$ cat src/hdl/exposure_timer_menu_controller_assert.svh
// assertion macros for the exposure timer menu controller
// no dependencies; included by the top level inside its module body
`ifndef EXPOSURE_TIMER_MENU_CONTROLLER_ASSERT_SVH
`define EXPOSURE_TIMER_MENU_CONTROLLER_ASSERT_SVH

// same-cycle implication
`define ETMC_ASSERT_NOW(lbl, clk, rst, ante, cons, msg) \
   lbl: assert property (@(posedge clk) disable iff (rst) (ante) |-> (cons)) \
      else $error(msg);

// next-cycle implication
`define ETMC_ASSERT_NEXT(lbl, clk, rst, ante, cons, msg) \
   lbl: assert property (@(posedge clk) disable iff (rst) (ante) |=> (cons)) \
      else $error(msg);

`endif

$ cat src/hdl/etmc_pkg.sv
// shared types, menu codes and constants for the exposure timer menu controller
// no dependencies; imported by etmc_next, the top level and the testbench
`default_nettype none

package etmc_pkg;

   localparam int MENU_W  = 4;
   localparam int TIME_W  = 15;
   localparam int TICK_W  = 8;
   localparam int STEP_W  = 11;
   localparam int CSR_W   = 15;
   localparam int CSR_IDX_W = 1;

   typedef logic [MENU_W-1:0] etmc_menu_type;

   // menu positions
   localparam etmc_menu_type MENU_RUN_ENTRY   = 4'd0;
   localparam etmc_menu_type MENU_RUN_VIEW    = 4'd1;
   localparam etmc_menu_type MENU_SET_ENTRY   = 4'd2;
   localparam etmc_menu_type MENU_SET_VIEW    = 4'd3;
   localparam etmc_menu_type MENU_S1_ENTRY    = 4'd4;
   localparam etmc_menu_type MENU_S1_ADJ      = 4'd5;
   localparam etmc_menu_type MENU_S10_ENTRY   = 4'd6;
   localparam etmc_menu_type MENU_S10_ADJ     = 4'd7;
   localparam etmc_menu_type MENU_S100_ENTRY  = 4'd8;
   localparam etmc_menu_type MENU_S100_ADJ    = 4'd9;
   localparam etmc_menu_type MENU_S1000_ENTRY = 4'd10;
   localparam etmc_menu_type MENU_S1000_ADJ   = 4'd11;
   localparam etmc_menu_type MENU_CLEAR       = 4'd12;

   // item kinds
   localparam logic CMD_UI   = 1'b0;
   localparam logic CMD_TICK = 1'b1;

   // register indexes
   localparam logic [CSR_IDX_W-1:0] CSR_MAX_TIME = 1'd0;
   localparam logic [CSR_IDX_W-1:0] CSR_TICKS    = 1'd1;

   localparam logic [TIME_W-1:0] MAX_TIME_RESET = 15'd30000;
   localparam logic [TICK_W-1:0] TICKS_RESET    = 8'd10;

   typedef struct packed {
      logic cmd;
      logic button;
      logic enc_moved;
      logic enc_dir;
   } etmc_item_type;

   typedef struct packed {
      etmc_menu_type     menu;
      logic [TIME_W-1:0] set_time;
      logic [TIME_W-1:0] time_left;
      logic              run;
      logic [TICK_W-1:0] tick;
      logic              lamp;
   } etmc_state_type;

   // setpoint step of an adjust state, zero elsewhere
   function automatic logic [STEP_W-1:0] etmc_step(input etmc_menu_type menu);
      logic [STEP_W-1:0] step;
      step = '0;
      case (menu)
         MENU_S1_ADJ:    step = 11'd1;
         MENU_S10_ADJ:   step = 11'd10;
         MENU_S100_ADJ:  step = 11'd100;
         MENU_S1000_ADJ: step = 11'd1000;
         default:        step = '0;
      endcase
      return step;
   endfunction

endpackage

`default_nettype wire

$ cat src/hdl/etmc_next.sv
// next-state logic of the exposure timer: menu walk, clamped setpoint adjust, countdown
// depends on etmc_pkg
`default_nettype none

module etmc_next (
   input  etmc_pkg::etmc_state_type     cur,
   input  etmc_pkg::etmc_item_type      item,
   input  logic [etmc_pkg::TIME_W-1:0] max_time,
   input  logic [etmc_pkg::TICK_W-1:0] ticks_per_unit,
   input  logic [etmc_pkg::TICK_W-1:0] tick_mod,
   output etmc_pkg::etmc_state_type     nxt
);
   import etmc_pkg::*;

   logic [STEP_W-1:0] step;
   logic [TIME_W:0]   up_sum;
   logic              dn_ok;
   logic [TIME_W-1:0] dn_diff;
   logic [TIME_W:0]   cand;
   logic [TIME_W-1:0] adj_time;
   logic [TICK_W-1:0] tick_inc;
   logic              tick_wrap;
   logic [TIME_W-1:0] tl_dec;
   logic [TIME_W-1:0] tl_clamp;

   // setpoint adjust, wide sum then clamp to 0..max_time
   always_comb begin
      step    = etmc_step(cur.menu);
      up_sum  = {1'b0, cur.set_time} + {{(TIME_W+1-STEP_W){1'b0}}, step};
      dn_ok   = cur.set_time >= {{(TIME_W-STEP_W){1'b0}}, step};
      dn_diff = cur.set_time - {{(TIME_W-STEP_W){1'b0}}, step};
      if (item.enc_dir) begin
         cand = up_sum;
      end else if (dn_ok) begin
         cand = {1'b0, dn_diff};
      end else begin
         cand = '0;
      end
      adj_time = (cand > {1'b0, max_time}) ? max_time : cand[TIME_W-1:0];
   end

   // tick_mod is the counter already reduced below ticks_per_unit; zero wraps the full 8 bits
   assign tick_inc  = tick_mod + 8'd1;
   assign tick_wrap = (tick_inc == ticks_per_unit);
   assign tl_dec    = cur.time_left - 15'd1;
   assign tl_clamp  = (tl_dec > max_time) ? max_time : tl_dec;

   always_comb begin
      nxt = cur;
      if (item.cmd == CMD_TICK) begin
         if (cur.run && (cur.time_left != '0)) begin
            nxt.lamp = 1'b1;
            nxt.tick = tick_wrap ? '0 : tick_inc;
            if (tick_wrap) begin
               nxt.time_left = tl_clamp;
            end
         end else begin
            nxt.lamp = 1'b0;
            nxt.tick = '0;
         end
      end else if (cur.menu > MENU_CLEAR) begin
         nxt.menu = MENU_RUN_ENTRY;
      end else if (item.button) begin
         unique case (cur.menu) inside
            MENU_RUN_ENTRY: begin
               nxt.run       = 1'b1;
               nxt.time_left = cur.set_time;
               nxt.menu      = MENU_RUN_VIEW;
            end
            MENU_RUN_VIEW: begin
               nxt.run       = 1'b0;
               nxt.time_left = '0;
               nxt.menu      = MENU_RUN_ENTRY;
            end
            MENU_CLEAR: begin
               nxt.set_time = '0;
            end
            MENU_SET_ENTRY, MENU_S1_ENTRY, MENU_S10_ENTRY, MENU_S100_ENTRY,
            MENU_S1000_ENTRY: begin
               nxt.menu = cur.menu + 4'd1;
            end
            default: begin
               nxt.menu = cur.menu - 4'd1;
            end
         endcase
      end else if (item.enc_moved) begin
         unique case (cur.menu) inside
            MENU_RUN_ENTRY:   nxt.menu = MENU_SET_ENTRY;
            MENU_RUN_VIEW:    nxt.menu = cur.menu;
            MENU_SET_ENTRY:   nxt.menu = MENU_RUN_ENTRY;
            MENU_SET_VIEW:    nxt.menu = item.enc_dir ? MENU_S1_ENTRY : MENU_CLEAR;
            MENU_S1_ENTRY:    nxt.menu = item.enc_dir ? MENU_S10_ENTRY : MENU_SET_VIEW;
            MENU_S10_ENTRY:   nxt.menu = item.enc_dir ? MENU_S100_ENTRY : MENU_S1_ENTRY;
            MENU_S100_ENTRY:  nxt.menu = item.enc_dir ? MENU_S1000_ENTRY : MENU_S10_ENTRY;
            MENU_S1000_ENTRY: nxt.menu = item.enc_dir ? MENU_CLEAR : MENU_S100_ENTRY;
            MENU_CLEAR:       nxt.menu = item.enc_dir ? MENU_SET_VIEW : MENU_S1000_ENTRY;
            default:          nxt.set_time = adj_time;
         endcase
      end
   end

endmodule

`default_nettype wire

$ cat src/hdl/exposure_timer_menu_controller.sv
// exposure timer menu controller top level: input word register, state/result register,
// config registers and tick counter renormalization; depends on etmc_pkg, etmc_next
//
//   channel  dir  handshake            payload
//   req      in   req_valid/req_stall  cmd, button, enc_moved, enc_dir
//   rsp      out  rsp_valid/rsp_stall  menu_state, setpoint, remaining, running, lamp_on
//   csr      in   csr_write            csr_index, csr_wdata
//
// one word per cycle sustained while rsp is not stalled and no renormalization runs; a result reaches rsp via
// the input and state/result registers; req takes a word while a result waits on a stalled rsp, as long as the
// input register is free; writing ticks_per_unit renormalizes the tick counter, req is stalled meanwhile
// synchronous active-high reset: menu at run entry, times zero, lamp off, config at defaults
`default_nettype none

module exposure_timer_menu_controller (
   input  logic                           clock,
   input  logic                           reset,
   input  logic                           req_valid,
   output logic                           req_stall,
   input  logic                           req_cmd,
   input  logic                           req_button,
   input  logic                           req_enc_moved,
   input  logic                           req_enc_dir,
   output logic                           rsp_valid,
   input  logic                           rsp_stall,
   output logic [etmc_pkg::MENU_W-1:0]    rsp_menu_state,
   output logic [etmc_pkg::TIME_W-1:0]    rsp_setpoint,
   output logic [etmc_pkg::TIME_W-1:0]    rsp_remaining,
   output logic                           rsp_running,
   output logic                           rsp_lamp_on,
   input  logic                           csr_write,
   input  logic [etmc_pkg::CSR_IDX_W-1:0] csr_index,
   input  logic [etmc_pkg::CSR_W-1:0]     csr_wdata
);
   import etmc_pkg::*;

   `include "exposure_timer_menu_controller_assert.svh"

   // input word register
   logic           s1_valid_ff, s1_valid_in;
   etmc_item_type  s1_item_ff;

   // controller state; it is also the result payload
   etmc_state_type state_ff, state_in, state_next;
   logic           rsp_valid_ff, rsp_valid_in;

   // config
   logic [TIME_W-1:0] max_time_ff;
   logic [TICK_W-1:0] ticks_ff;

   // tick counter reduced modulo ticks_per_unit; the state keeps the raw count,
   // which a later ticks_per_unit write reduces again from scratch
   logic [TICK_W-1:0] tick_mod_ff, tick_mod_in;

   // tick counter renormalization after a ticks_per_unit write (remainder by long division)
   logic              norm_busy_ff, norm_busy_in;
   logic [2:0]        norm_step_ff, norm_step_in;
   logic [TICK_W-1:0] norm_rem_ff, norm_rem_in;
   logic [TIME_W-1:0] norm_div;
   logic              norm_ge;
   logic [TICK_W-1:0] norm_sub;

   logic accept;
   logic advance;
   logic ticks_write;

   // a word moves to the result register when the result slot is free or being taken and no renormalization runs
   assign advance     = s1_valid_ff & ~norm_busy_ff & (~rsp_valid_ff | ~rsp_stall);
   assign req_stall   = norm_busy_ff | (s1_valid_ff & ~advance);
   assign accept      = req_valid & ~req_stall;
   assign ticks_write = csr_write & (csr_index == CSR_TICKS);

   always_comb begin
      s1_valid_in = s1_valid_ff;
      if (accept) begin
         s1_valid_in = 1'b1;
      end else if (advance) begin
         s1_valid_in = 1'b0;
      end
   end

   always_comb begin
      rsp_valid_in = rsp_valid_ff;
      if (advance) begin
         rsp_valid_in = 1'b1;
      end else if (~rsp_stall) begin
         rsp_valid_in = 1'b0;
      end
   end

   etmc_next u_next (
      .cur            (state_ff),
      .item           (s1_item_ff),
      .max_time       (max_time_ff),
      .ticks_per_unit (ticks_ff),
      .tick_mod       (tick_mod_ff),
      .nxt            (state_next)
   );

   // subtract ticks_per_unit << step from the partial remainder when it fits
   assign norm_div = {{(TIME_W-TICK_W){1'b0}}, ticks_ff} << norm_step_ff;
   assign norm_ge  = {{(TIME_W-TICK_W){1'b0}}, norm_rem_ff} >= norm_div;
   assign norm_sub = norm_ge ? (norm_rem_ff - norm_div[TICK_W-1:0]) : norm_rem_ff;

   always_comb begin
      state_in     = state_ff;
      tick_mod_in  = tick_mod_ff;
      norm_busy_in = norm_busy_ff;
      norm_step_in = norm_step_ff;
      norm_rem_in  = norm_rem_ff;
      if (advance) begin
         state_in = state_next;
         // a tick leaves the counter below ticks_per_unit, a sample leaves it alone
         if (s1_item_ff.cmd == CMD_TICK) begin
            tick_mod_in = state_next.tick;
         end
      end else if (norm_busy_ff) begin
         norm_rem_in  = norm_sub;
         norm_step_in = norm_step_ff - 3'd1;
         if (norm_step_ff == 3'd0) begin
            norm_busy_in = 1'b0;
            tick_mod_in  = norm_sub;
         end
      end
      // always start from the raw count, even when a write lands mid-way
      if (ticks_write) begin
         norm_busy_in = 1'b1;
         norm_step_in = 3'd7;
         norm_rem_in  = state_ff.tick;
      end
   end

   always_ff @(posedge clock) begin
      if (reset) begin
         s1_valid_ff  <= 1'b0;
         rsp_valid_ff <= 1'b0;
         state_ff     <= '0;
         tick_mod_ff  <= '0;
         max_time_ff  <= MAX_TIME_RESET;
         ticks_ff     <= TICKS_RESET;
         norm_busy_ff <= 1'b0;
         norm_step_ff <= '0;
         norm_rem_ff  <= '0;
      end else begin
         s1_valid_ff  <= s1_valid_in;
         rsp_valid_ff <= rsp_valid_in;
         state_ff     <= state_in;
         tick_mod_ff  <= tick_mod_in;
         norm_busy_ff <= norm_busy_in;
         norm_step_ff <= norm_step_in;
         norm_rem_ff  <= norm_rem_in;
         if (csr_write && (csr_index == CSR_MAX_TIME)) begin
            max_time_ff <= csr_wdata[TIME_W-1:0];
         end
         if (ticks_write) begin
            ticks_ff <= csr_wdata[TICK_W-1:0];
         end
      end
   end

   // payload register, no reset needed
   always_ff @(posedge clock) begin
      if (accept) begin
         s1_item_ff <= '{cmd: req_cmd, button: req_button,
                         enc_moved: req_enc_moved, enc_dir: req_enc_dir};
      end
   end

   assign rsp_valid      = rsp_valid_ff;
   assign rsp_menu_state = state_ff.menu;
   assign rsp_setpoint   = state_ff.set_time;
   assign rsp_remaining  = state_ff.time_left;
   assign rsp_running    = state_ff.run;
   assign rsp_lamp_on    = state_ff.lamp;

   // an encoder adjust always lands inside 0..max_time
   `ETMC_ASSERT_NEXT(a_adjust_clamped, clock, reset, advance && (s1_item_ff.cmd == CMD_UI) && !s1_item_ff.button && s1_item_ff.enc_moved && (etmc_step(state_ff.menu) != '0), state_ff.set_time <= max_time_ff, "adjusted setpoint above max_time")

   // outside renormalization the reduced tick counter stays below ticks_per_unit
   `ETMC_ASSERT_NOW(a_tick_below_period, clock, reset, !norm_busy_ff && (ticks_ff != '0), tick_mod_ff < ticks_ff, "tick counter not below ticks_per_unit")

   // an empty input register with no renormalization never stalls req
   `ETMC_ASSERT_NOW(a_no_spurious_stall, clock, reset, !s1_valid_ff && !norm_busy_ff, !req_stall, "req stalled while input register empty")

   // visible state changes only when a word completes
   `ETMC_ASSERT_NEXT(a_state_holds, clock, reset, !advance, $stable(state_ff.set_time) && $stable(state_ff.time_left) && $stable(state_ff.menu), "result state changed without a word")

endmodule

`default_nettype wire

$ cat config.mk
export PLATFORM = sky130hd
export DESIGN_NAME = exposure_timer_menu_controller
export DESIGN_NICKNAME = d
export VERILOG_FILES = /design/src/hdl/etmc_pkg.sv /design/src/hdl/etmc_next.sv /design/src/hdl/exposure_timer_menu_controller.sv
export VERILOG_INCLUDE_DIRS = /design/src /design/src/hdl
export SDC_FILE = /design/constraint.sdc
export NUM_CORES = 1
export LEC_CHECK = 0
export ABC_CLOCK_PERIOD_IN_PS = 4600
export BUFFER_PORTS_ARGS = -buffer_cell sky130_fd_sc_hd__clkbuf_2
export CAP_MARGIN = 10
export CORE_ASPECT_RATIO = 0.75
export CORE_MARGIN = 4
export CORE_UTILIZATION = 47
export CTS_CLUSTER_DIAMETER = 80
export DETAILED_ROUTE_END_ITERATION = 7
export PLACE_DENSITY = 0.67
export SLEW_MARGIN = 25
export SYNTH_ARGS = -nofsm -noshare
export SYNTH_HDL_FRONTEND = slang
export SYNTH_SLANG_ARGS = --single-unit
$ cat constraint.sdc
create_clock -name clock -period 4.6 [get_ports clock]
set_input_delay 0 -clock clock [delete_from_list [all_inputs] [get_ports clock]]
set_output_delay 0 -clock clock [all_outputs]
set_load 0.1 [all_outputs]
==> results of run 1 <==
## area by class of cell
class,count,area (sq um),share of cell area
inverters,55,211,0.0224
clock buffers,9,225,0.0239
repair buffers,160,1150,0.122
clock inverters,7,73.8,0.00782
multi-input cells,774,5610,0.594
well taps,210,263,0.0278
flip-flops and latches,93,1910,0.202
## sequential cells by signal, indices dropped and copies added (netlist names), 3 cells and up
name / count
norm_rem_ff: 8
norm_step_ff: 3
rsp_menu_state: 4
rsp_remaining: 15
max_time_ff: 15
state_ff: 8
s1_item_ff: 4
tick_mod_ff: 8
ticks_ff: 8
rsp_setpoint: 15
## per-stage QoR
| step | cells | setup WS [ns] | util | total power, mW | cell area (sq um) |
|---|---|---|---|---|---|
| 2_1_floorplan | 1010 | -0.0315 | - | 1.54 | 8050 |
| 3_3_place_gp | 1263 | -0.0583 | 0.532 | 1.70 | 8680 |
| 3_5_place_dp | 1263 | -0.230 | 0.532 | 1.71 | 8680 |
| 4_1_cts | 1302 | -0.0187 | 0.567 | 2.49 | 9260 |
| 5_1_grt | 1308 | -0.311 | 0.578 | 2.65 | 9440 |
| 6_report | 1308 | -0.159 | 0.578 | 2.51 | 9440 |
## placed cells by master, fill, tap and decap left out, types with 11 or more instances in the layout
master | netlist | routed
nand2_1 | 120 | 117
dfxtp_1 | 89 | 85
nor2_1 | 83 | 80
a21oi_1 | 75 | 74
buf_4 | 34 | 73
clkbuf_2 | 0 | 62
ha_1 | 64 | 57
inv_1 | 55 | 52
o21ai_0 | 52 | 47
o211ai_1 | 30 | 30
nor3_1 | 26 | 26
mux2i_1 | 20 | 20
dlygate4sd3_1 | 0 | 20
nand2b_1 | 16 | 16
nor2b_1 | 15 | 15
xnor2_1 | 15 | 15
and3_1 | 14 | 14
a22oi_1 | 12 | 12
xor2_1 | 11 | 11
a311oi_1 | 11 | 11
## cells by family after synthesis
group | count (synthesis) | share of synthesized area
flip-flops | 93 | 0.239
adder cells (fa/ha/maj) | 67 | 0.108
XOR/XNOR | 31 | 0.0427
multiplexers | 37 | 0.0548
AND/OR/NAND/NOR | 336 | 0.200
AO/OA/AOI/OAI | 302 | 0.269
buffers and inverters | 144 | 0.0861
## synthesized netlist by cell type (4+ instances only)
master	count
or2_2	6
and3_1	14
o211ai_1	30
a22oi_1	12
or3_1	10
xor2_1	11
and2_1	7
nand2b_1	16
o21ai_0	52
a21o_1	10
mux4_2	4
inv_1	55
dfxtp_1	89
nor2b_1	15
clkbuf_1	40
xnor3_1	5
mux2i_1	20
nor4_1	5
a22o_1	4
a21oi_1	75
o21a_1	9
a32oi_1	7
a221o_1	9
nand4_1	7
edfxtp_1	4
nor2_1	83
nand2_1	120
a311oi_1	11
mux2_2	13
nor3_1	26
buf_2	8
ha_1	64
xnor2_1	15
o311ai_0	5
buf_4	34
a211oi_1	12
o31ai_1	9
nand3_1	10
a31oi_1	6
o31a_1	6
buf_1	6
## metal layers
| metal | global-route usage | vias to the layer above | share of wire |
|---|---|---|---|
| li1 | - | 3838 | - |
| met1 | 0.398 | 3709 | 0.50 |
| met2 | 0.334 | 308 | 0.40 |
| met3 | 0.0540 | 15 | 0.091 |
| met4 | 0.0405 | 0 | 0.0077 |
| met5 | 0 | - | 0 |
## what timing repair did
| item | 4_1_cts | 5_1_grt |
|---|---|---|
| endpoints found under the setup margin | 15 | 15 |
| hold buffers | 20 | 0 |
| resized for setup | 17 | 26 |
| pin swaps | 6 | 7 |
| hold endpoints to repair | 28 | 0 |
| cloned | 0 | 2 |
| buffers inserted | 3 | 4 |
## final timing paths
| kind | startpoint | to | slack [ns] | depth (start not counted) |
|---|---|---|---|---|
| max | rsp_menu_state[1] | rsp_setpoint[6] | -0.16 | 21 |
| min | req_valid | s1_item_ff[3] | 0.09 | 2 |
| max reg2reg | rsp_menu_state[1] | rsp_setpoint[6] | -0.16 | 21 |
| min reg2reg | state_ff[2] | norm_rem_ff[1] | 0.47 | 2 |
## power breakdown
group / internal, mW / switching, mW
clock: 0.387 / 0.387
combinational: 0.339 / 0.497
sequential: 0.846 / 0.0557
## critical path, delay by kind of cell, from the launching register on
family / cells / cell delay (ns)
AO/OA/AOI/OAI: 9 / 1.91
adder cells (fa/ha/maj): 3 / 0.64
buffers and inverters: 3 / 0.26
flip-flops: 1 / 0.37
multiplexers: 1 / 0.29
AND/OR/NAND/NOR: 5 / 1.18
==> flow_summary.toml, run 1 <==
[setup_path]
critPathMaxStageDelay_ns = 0.45
crit_path_max_fanout = 5
critPathMostFrequentCell = "ha_4"
crit_arrival_ns = 5.02
worstPathRequired_ns = 4.86
path_class = "flop to flop"
path_cells = "inv_2, ha_4, nand2_4, inv_4, nor2_4, ha_4, a21o_1, or3_1, or3_4, a21o_1, and3_1, o31a_1, ha_4, a211oi_2, o21a_1, o21ai_2, o31a_1, a31oi_4, buf_12, mux2_4, a22o_1"
critPathLaunchType = "flop"
cp_slowest_cell = "or3_4"
cp-end-kind = "flop"

[placement]
dp_hpwl_um = 18000
port_buffers = 62
gp_congestion = 0.958

[synthesis]
yosys.area.top_type = "dfxtp_1"
ys_warn_count = 0
syn_area_sq_mm = 0.00797
syn_area_per_cell_sq_um = 7.89
syn-num-nets = 1102
synth.ff_latch_count = 93
synth-main-ff-cell = "dfxtp_1"
syn-instance-count = 1010
yosys-top-cells-area = "dfxtp_1 22%, ha_1 10%, nand2_1 5.7%"
synth_seq_area_share = 0.239
yosys.area.top_type_share = 0.224
synth.distinct_cells = 82
synth_edf_count = 4
synthArstFlopShare = 0

[run_status]
violations = "setup timing"
status = "finished, violations left"

[layout]
final.fill_count = 1524
antennaDiodeCount = 0
nNetsFinal = 1185
layout-drive-gt1-share = 0.211
syn_to_final_growth_pct = 18.4

[route]
firstDrtPassIters = 5
ant_nets = 0
vias_per_cell = 6.02
wl_per_cell_um = 18.2
via_count = 7870
wirelength_um = 23800
first_iter_violations = 744
drc = 0

[grt]
gr-usage-all-layers = 0.247
grt_pass1_vias = 7120
antenna_found_initial = 0
grt_pass1_wl_um = 38000
grt_max_degree = 60
grt-ovfl-total = 0

[power]
leakage_nw = 4.11
power.density_mw_per_mm2 = 266
ir_drop_uv = 191

[timing]
worst_slack_ns = -0.159
setup_tns_ns = -1.56
fin_crit_sh = 1.03
worst_pin_slew_ns = 0.981
clock.fmax_mhz = 210
hold_viol = 0
grt_setup_unrepaired = "true"
worst_hold_slack_ns = 0.0922
setup_viol = 15
min_period_ns = 4.76
fin_worst_skew_ns = 0.0144
drv_slew = 0
maxSlewHeadroom = 0.344

[cts]
htree_levels = 3
cts_tree = "yes"
cts_num_sinks = 93
clock_path_buffers = 2
path_clk_slew_ns = 0.08
root_buffer = "clkbuf_16"
clk_latency_ns = 0.37
cts_buffers = 9

[die]
io_pins = 63
start_util = 0.488
coreArea_sq_mm = 0.0163
die_y_um = 121
rows = 40
die_area_sq_mm = 0.0191
fp.dieW_um = 158

[min_path]
hold_path.class = "input pin to flop"

[run]
cap_violations = 0
(Power assumes the default switching activity.)
==> inputs of run 2 (changes only) <==
--- a/config.mk
+++ b/config.mk
@@ -15,6 +15,7 @@
 export CTS_CLUSTER_DIAMETER = 80
 export DETAILED_ROUTE_END_ITERATION = 7
 export PLACE_DENSITY = 0.67
+export SKIP_LAST_GASP = 1
 export SLEW_MARGIN = 25
 export SYNTH_ARGS = -nofsm -noshare
 export SYNTH_HDL_FRONTEND = slang
==> run 2 against run 1 <==
The flow still finishes with violations (setup timing). Design area increased by 0.58%. Die area stayed put. Critical path depth is the same. Largest cell class unchanged. Largest power group unchanged.
==> flow_summary.toml, run 2 (synthesis results as in run 1) <==
[die]
die_y_um = 121
start_util = 0.488
coreArea_sq_mm = 0.0163
fp.dieW_um = 158
rows = 40
die_area_sq_mm = 0.0191
io_pins = 63

[min_path]
hold_path.class = "input pin to flop"
hold_depth = 2

[cts]
cts_buffers = 9
root_buffer = "clkbuf_16"
cts_num_sinks = 93
clock_path_buffers = 2
clk_latency_ns = 0.37
path_clk_slew_ns = 0.08
htree_levels = 3
cts_tree = "yes"

[layout]
final_cell_mix = "116 x nand2_1, 85 x dfxtp_1, 80 x nor2_1"
syn_to_final_growth_pct = 19.1
final_cell_area_sq_mm = 0.00949
final_common_cell = "nand2_1"
final.fill_count = 1522
nNetsFinal = 1185
antennaDiodeCount = 0
layout-drive-gt1-share = 0.219
fin_cells = 1308

[placement]
gp_congestion = 0.958
dpl_cell_area_sq_mm = 0.00868
dp_hpwl_um = 18000
pre_cts_ws_ns = -0.230
port_buffers = 62
place_inst = 1263

[timing]
min_period_ns = 4.73
fin_worst_skew_ns = 0.0143
worst_pin_slew_ns = 0.972
fin_crit_sh = 1.03
clock.fmax_mhz = 211
hold_viol = 0
drv_slew = 0
worst_slack_ns = -0.132
setup_viol = 15
maxSlewHeadroom = 0.350
worst_hold_slack_ns = 0.0934
grt_setup_unrepaired = "true"

[setup_path]
crit_path_max_fanout = 8
worstPathRequired_ns = 4.86
r2r_cells = 21
regToRegSetupSlack_ns = -0.13
path_class = "flop to flop"
critPathLaunchType = "flop"
cp-end-kind = "flop"
crit_arrival_ns = 4.99

[run]
cap_violations = 0

[power]
power.density_mw_per_mm2 = 265
leakage_nw = 4.13
ir_drop_uv = 191
finalPower_mw = 2.51

[route]
drc = 0
via_count = 7870
vias_per_cell = 6.02
wirelength_um = 23800
wl_per_cell_um = 18.2
first_iter_violations = 737
firstDrtPassIters = 5
ant_nets = 0

[grt]
gr-usage-all-layers = 0.247
grt_pass1_vias = 7119
antenna_found_initial = 0
grt-ovfl-total = 0
grt_max_degree = 60
grt_pass1_wl_um = 38000

[run_status]
violations = "setup timing"
status = "finished, violations left"
-- run 2: cell counts in the layout (fill, tap and decap cells not counted) --
Identical to the previous run, type by type.
-- run 2: final cells by class --
type                       count  area, sq um  share of cell area
clock inverter                 7         73.8             0.00778
clock buffer                   9          225              0.0237
tap                          210          263              0.0277
sequential                    93         1910               0.201
inverter                      55          209              0.0220
timing repair buffer         160         1150               0.121
multi-input combinational    774         5660               0.596
-- run 2: final timing paths --
check	from	end
setup / recovery	rsp_menu_state[0]	rsp_setpoint[6]
hold / removal	req_valid	s1_item_ff[3]
setup reg to reg	rsp_menu_state[0]	rsp_setpoint[6]
hold reg to reg	state_ff[2]	norm_rem_ff[1]
-- run 2: power breakdown --
group / total (mW) / internal [mW] / switching, mW
Clock: 0.773 / 0.387 / 0.386
Sequential: 0.901 / 0.846 / 0.0557
Combinational: 0.838 / 0.339 / 0.499
Total: 2.51 / 1.57 / 0.941
-- run 2: through the flow --
stage | TNS, ns | utilization
floorplan | -0.269 | -
global placement | -0.553 | 0.532
detailed placement | -2.88 | 0.532
CTS | -0.313 | 0.567
global route | -3.29 | 0.582
finish | -1.09 | 0.582
-- run 2: routing by layer --
metal	global-route usage	vias to the layer above	wire length, um
met1	0.397	3698	11900
li1	-	3830	-
met5	0	-	0
met3	0.0540	16	2260
met2	0.334	326	9490
met4	0.0405	0	189
-- run 2: critical path, stage by stage (launching register included) --
cell and delay, ns:
dfxtp_2 0.36, ha_4 0.18, nand2_4 0.11, inv_4 0.05, nor2_4 0.18, ha_4 0.23
buf_4 0.16, nand4_1 0.17, a21oi_2 0.08, or3_4 0.40, a31o_2 0.26, o311ai_1 0.27
o31a_1 0.27, ha_4 0.23, a211oi_2 0.23, o21a_1 0.16, o21ai_2 0.07, o31a_1 0.32
a31oi_4 0.25, buf_12 0.16, mux2_4 0.29, a22o_1 0.20
-- run 2: what timing repair did --
action | 4_1_cts | 5_1_grt
setup endpoints to repair | 15 | 15
gates resized for setup | 15 | 37
setup buffers | 3 | 4
endpoints found under the hold margin | 28 | 0
pin swaps | 6 | 9
cloned | 0 | 2
hold buffers | 20 | 0
==> inputs of run 3 (changes only) <==
--- a/config.mk
+++ b/config.mk
@@ -11,12 +11,12 @@
 export CAP_MARGIN = 10
 export CORE_ASPECT_RATIO = 0.75
 export CORE_MARGIN = 4
-export CORE_UTILIZATION = 47
+export CORE_UTILIZATION = 49
 export CTS_CLUSTER_DIAMETER = 80
 export DETAILED_ROUTE_END_ITERATION = 7
-export PLACE_DENSITY = 0.67
+export PLACE_DENSITY = 0.7
 export SKIP_LAST_GASP = 1
-export SLEW_MARGIN = 25
+export SLEW_MARGIN = 30
 export SYNTH_ARGS = -nofsm -noshare
 export SYNTH_HDL_FRONTEND = slang
 export SYNTH_SLANG_ARGS = --single-unit
==> run 3 against run 2 <==
The flow still finishes with violations (setup timing). Clock power increased by 0.6%. Sequential share of layout area about the same. Core utilization increased by 1.2 points. Non-clock buffer count increased by 2. Sequential cell count unchanged. Highest routed layer unchanged.
==> flow_summary.toml, run 3 (synthesis results as in run 1) <==
[run_status]
status = "finished, violations left"
violations = "setup timing"

[placement]
gp_congestion = 0.952
dpl_cell_area_sq_mm = 0.00871
dp_hpwl_um = 18000
port_buffers = 62

[cts]
cts_tree = "yes"
cts_buffers = 9
cts_num_sinks = 93
path_clk_slew_ns = 0.08
root_buffer = "clkbuf_16"
htree_levels = 3
clock_path_buffers = 2
clk_latency_ns = 0.37

[timing]
worst_pin_slew_ns = 0.791
worst_hold_slack_ns = 0.0897
min_period_ns = 4.71
fin_worst_skew_ns = 0.0196
drv_slew = 0
fin_crit_sh = 1.02
worst_slack_ns = -0.112
setup_viol = 15
maxSlewHeadroom = 0.473
hold_viol = 0
grt_setup_unrepaired = "true"
clock.fmax_mhz = 212
setup_tns_ns = -1.18

[die]
start_util = 0.499
die_y_um = 118
io_pins = 63
fp.dieW_um = 155
die_area_sq_mm = 0.0184
coreArea_sq_mm = 0.0160
rows = 40

[route]
drc = 0
wirelength_um = 23700
firstDrtPassIters = 5
wl_per_cell_um = 18.1
first_iter_violations = 741
via_count = 7900
ant_nets = 0
vias_per_cell = 6.03

[setup_path]
crit_path_max_fanout = 5
critPathMaxStageDelay_ns = 0.46
reg2reg_from = "rsp_menu_state[0]"
cp-end-kind = "flop"
critPathLaunchType = "flop"
critPathMostFrequentCell = "ha_4"
crit_arrival_ns = 4.96
path_cells = "ha_4, nand2_4, inv_4, nor2_4, ha_4, a21o_1, or3_1, or3_4, a21o_1, and3_1, o32a_1, ha_4, a21oi_1, o21ai_1, nor4b_1, o31a_1, a31oi_4, buf_12, mux2_4, a22o_1"
path_class = "flop to flop"
regToRegEndpoint = "rsp_setpoint[1]"
worstPathRequired_ns = 4.85
cp_num_buf_inv = 2
regToRegSetupSlack_ns = -0.11
cp_slowest_cell = "or3_4"
startpoint = "rsp_menu_state[0]"
cpLargestDelayFamily = "compound AO/OA/AOI/OAI gates"
r2r_cells = 20

[grt]
antenna_found_initial = 0
grt_pass1_wl_um = 38200
grt_pass1_vias = 7286
grt-ovfl-total = 0
gr-usage-all-layers = 0.253
grt_max_degree = 60

[power]
finalPower_mw = 2.51
leakage_nw = 4.11
power.density_mw_per_mm2 = 265
ir_drop_uv = 210

[layout]
layout-drive-gt1-share = 0.214
post-route-util = 0.594
seq_area_sq_mm = 0.00191
final.fill_count = 1481
final_common_cell = "nand2_1"
nNetsFinal = 1187
multiInputGateArea_sq_mm = 0.00563
final_cell_mix = "116 x nand2_1, 85 x dfxtp_1, 80 x nor2_1"
syn_to_final_growth_pct = 19.0
antennaDiodeCount = 0
final_cell_area_sq_mm = 0.00948

[run]
cap_violations = 0

[min_path]
min_to = "s1_item_ff[1]"
hold_path.class = "input pin to flop"
worstHoldStart = "req_valid"
hold_depth = 2
[run 3: report_power, final]
part	internal (mW)	switching [mW]
logic	0.337	0.489
clock network	0.391	0.387
registers	0.846	0.0586
total	1.57	0.935
[run 3: repair_timing]
action / CTS / global route
pin swaps: 5 / 17
endpoints found under the hold margin: 28 / 0
setup buffers: 2 / 3
gates resized for setup: 8 / 34
endpoints found under the setup margin: 14 / 15
hold buffers: 20 / 0
gates cloned: 0 / 2
[run 3: stage by stage]
step           setup WS (ns)  cells
2_1_floorplan        -0.0315   1010
4_1_cts             0.000593   1305
3_5_place_dp          -0.160   1267
5_1_grt               -0.279   1310
3_3_place_gp         -0.0791   1267
6_report              -0.112   1310
[run 3: how the worst max path moves through the flow]
| stage | end | slack, ns | depth (start not counted) |
|---|---|---|---|
| 5_1_grt | rsp_setpoint[2] | -0.28 | 21 |
| 4_1_cts | rsp_setpoint[1] | 0.0006 | 24 |
| 3_5_place_dp | rsp_setpoint[11] | -0.16 | 21 |
| 3_3_place_gp | rsp_setpoint[10] | -0.08 | 21 |
| 6_report | rsp_setpoint[1] | -0.11 | 20 |
| 2_1_floorplan | rsp_setpoint[1] | -0.03 | 22 |
[run 3: final cells by class]
cell class / count / area share
Sequential cell: 93 / 0.201
Multi-Input combinational cell: 774 / 0.594
Tap cell: 210 / 0.0277
Inverter: 55 / 0.0220
Clock buffer: 9 / 0.0237
Timing Repair Buffer: 162 / 0.122
Clock inverter: 7 / 0.00910
[run 3: worst register-to-register path, stage by stage (launching register included)]
cell,delay (ns)
dfxtp_2,0.36
ha_4,0.18
nand2_4,0.12
inv_4,0.05
nor2_4,0.15
ha_4,0.23
a21o_1,0.16
or3_1,0.30
or3_4,0.46
a21o_1,0.21
and3_1,0.18
o32a_1,0.40
ha_4,0.26
a21oi_1,0.11
o21ai_1,0.08
nor4b_1,0.14
o31a_1,0.34
a31oi_4,0.24
buf_12,0.16
mux2_4,0.30
a22o_1,0.19
[run 3: per-layer routing]
layer | routed length (um) | track usage | vias up | share of wire
met3 | 2080 | 0.0527 | 18 | 0.088
met5 | 0 | 0 | - | 0
met1 | 11800 | 0.403 | 3716 | 0.50
met4 | 155 | 0.0328 | 0 | 0.0065
met2 | 9600 | 0.354 | 321 | 0.41
li1 | - | - | 3845 | -
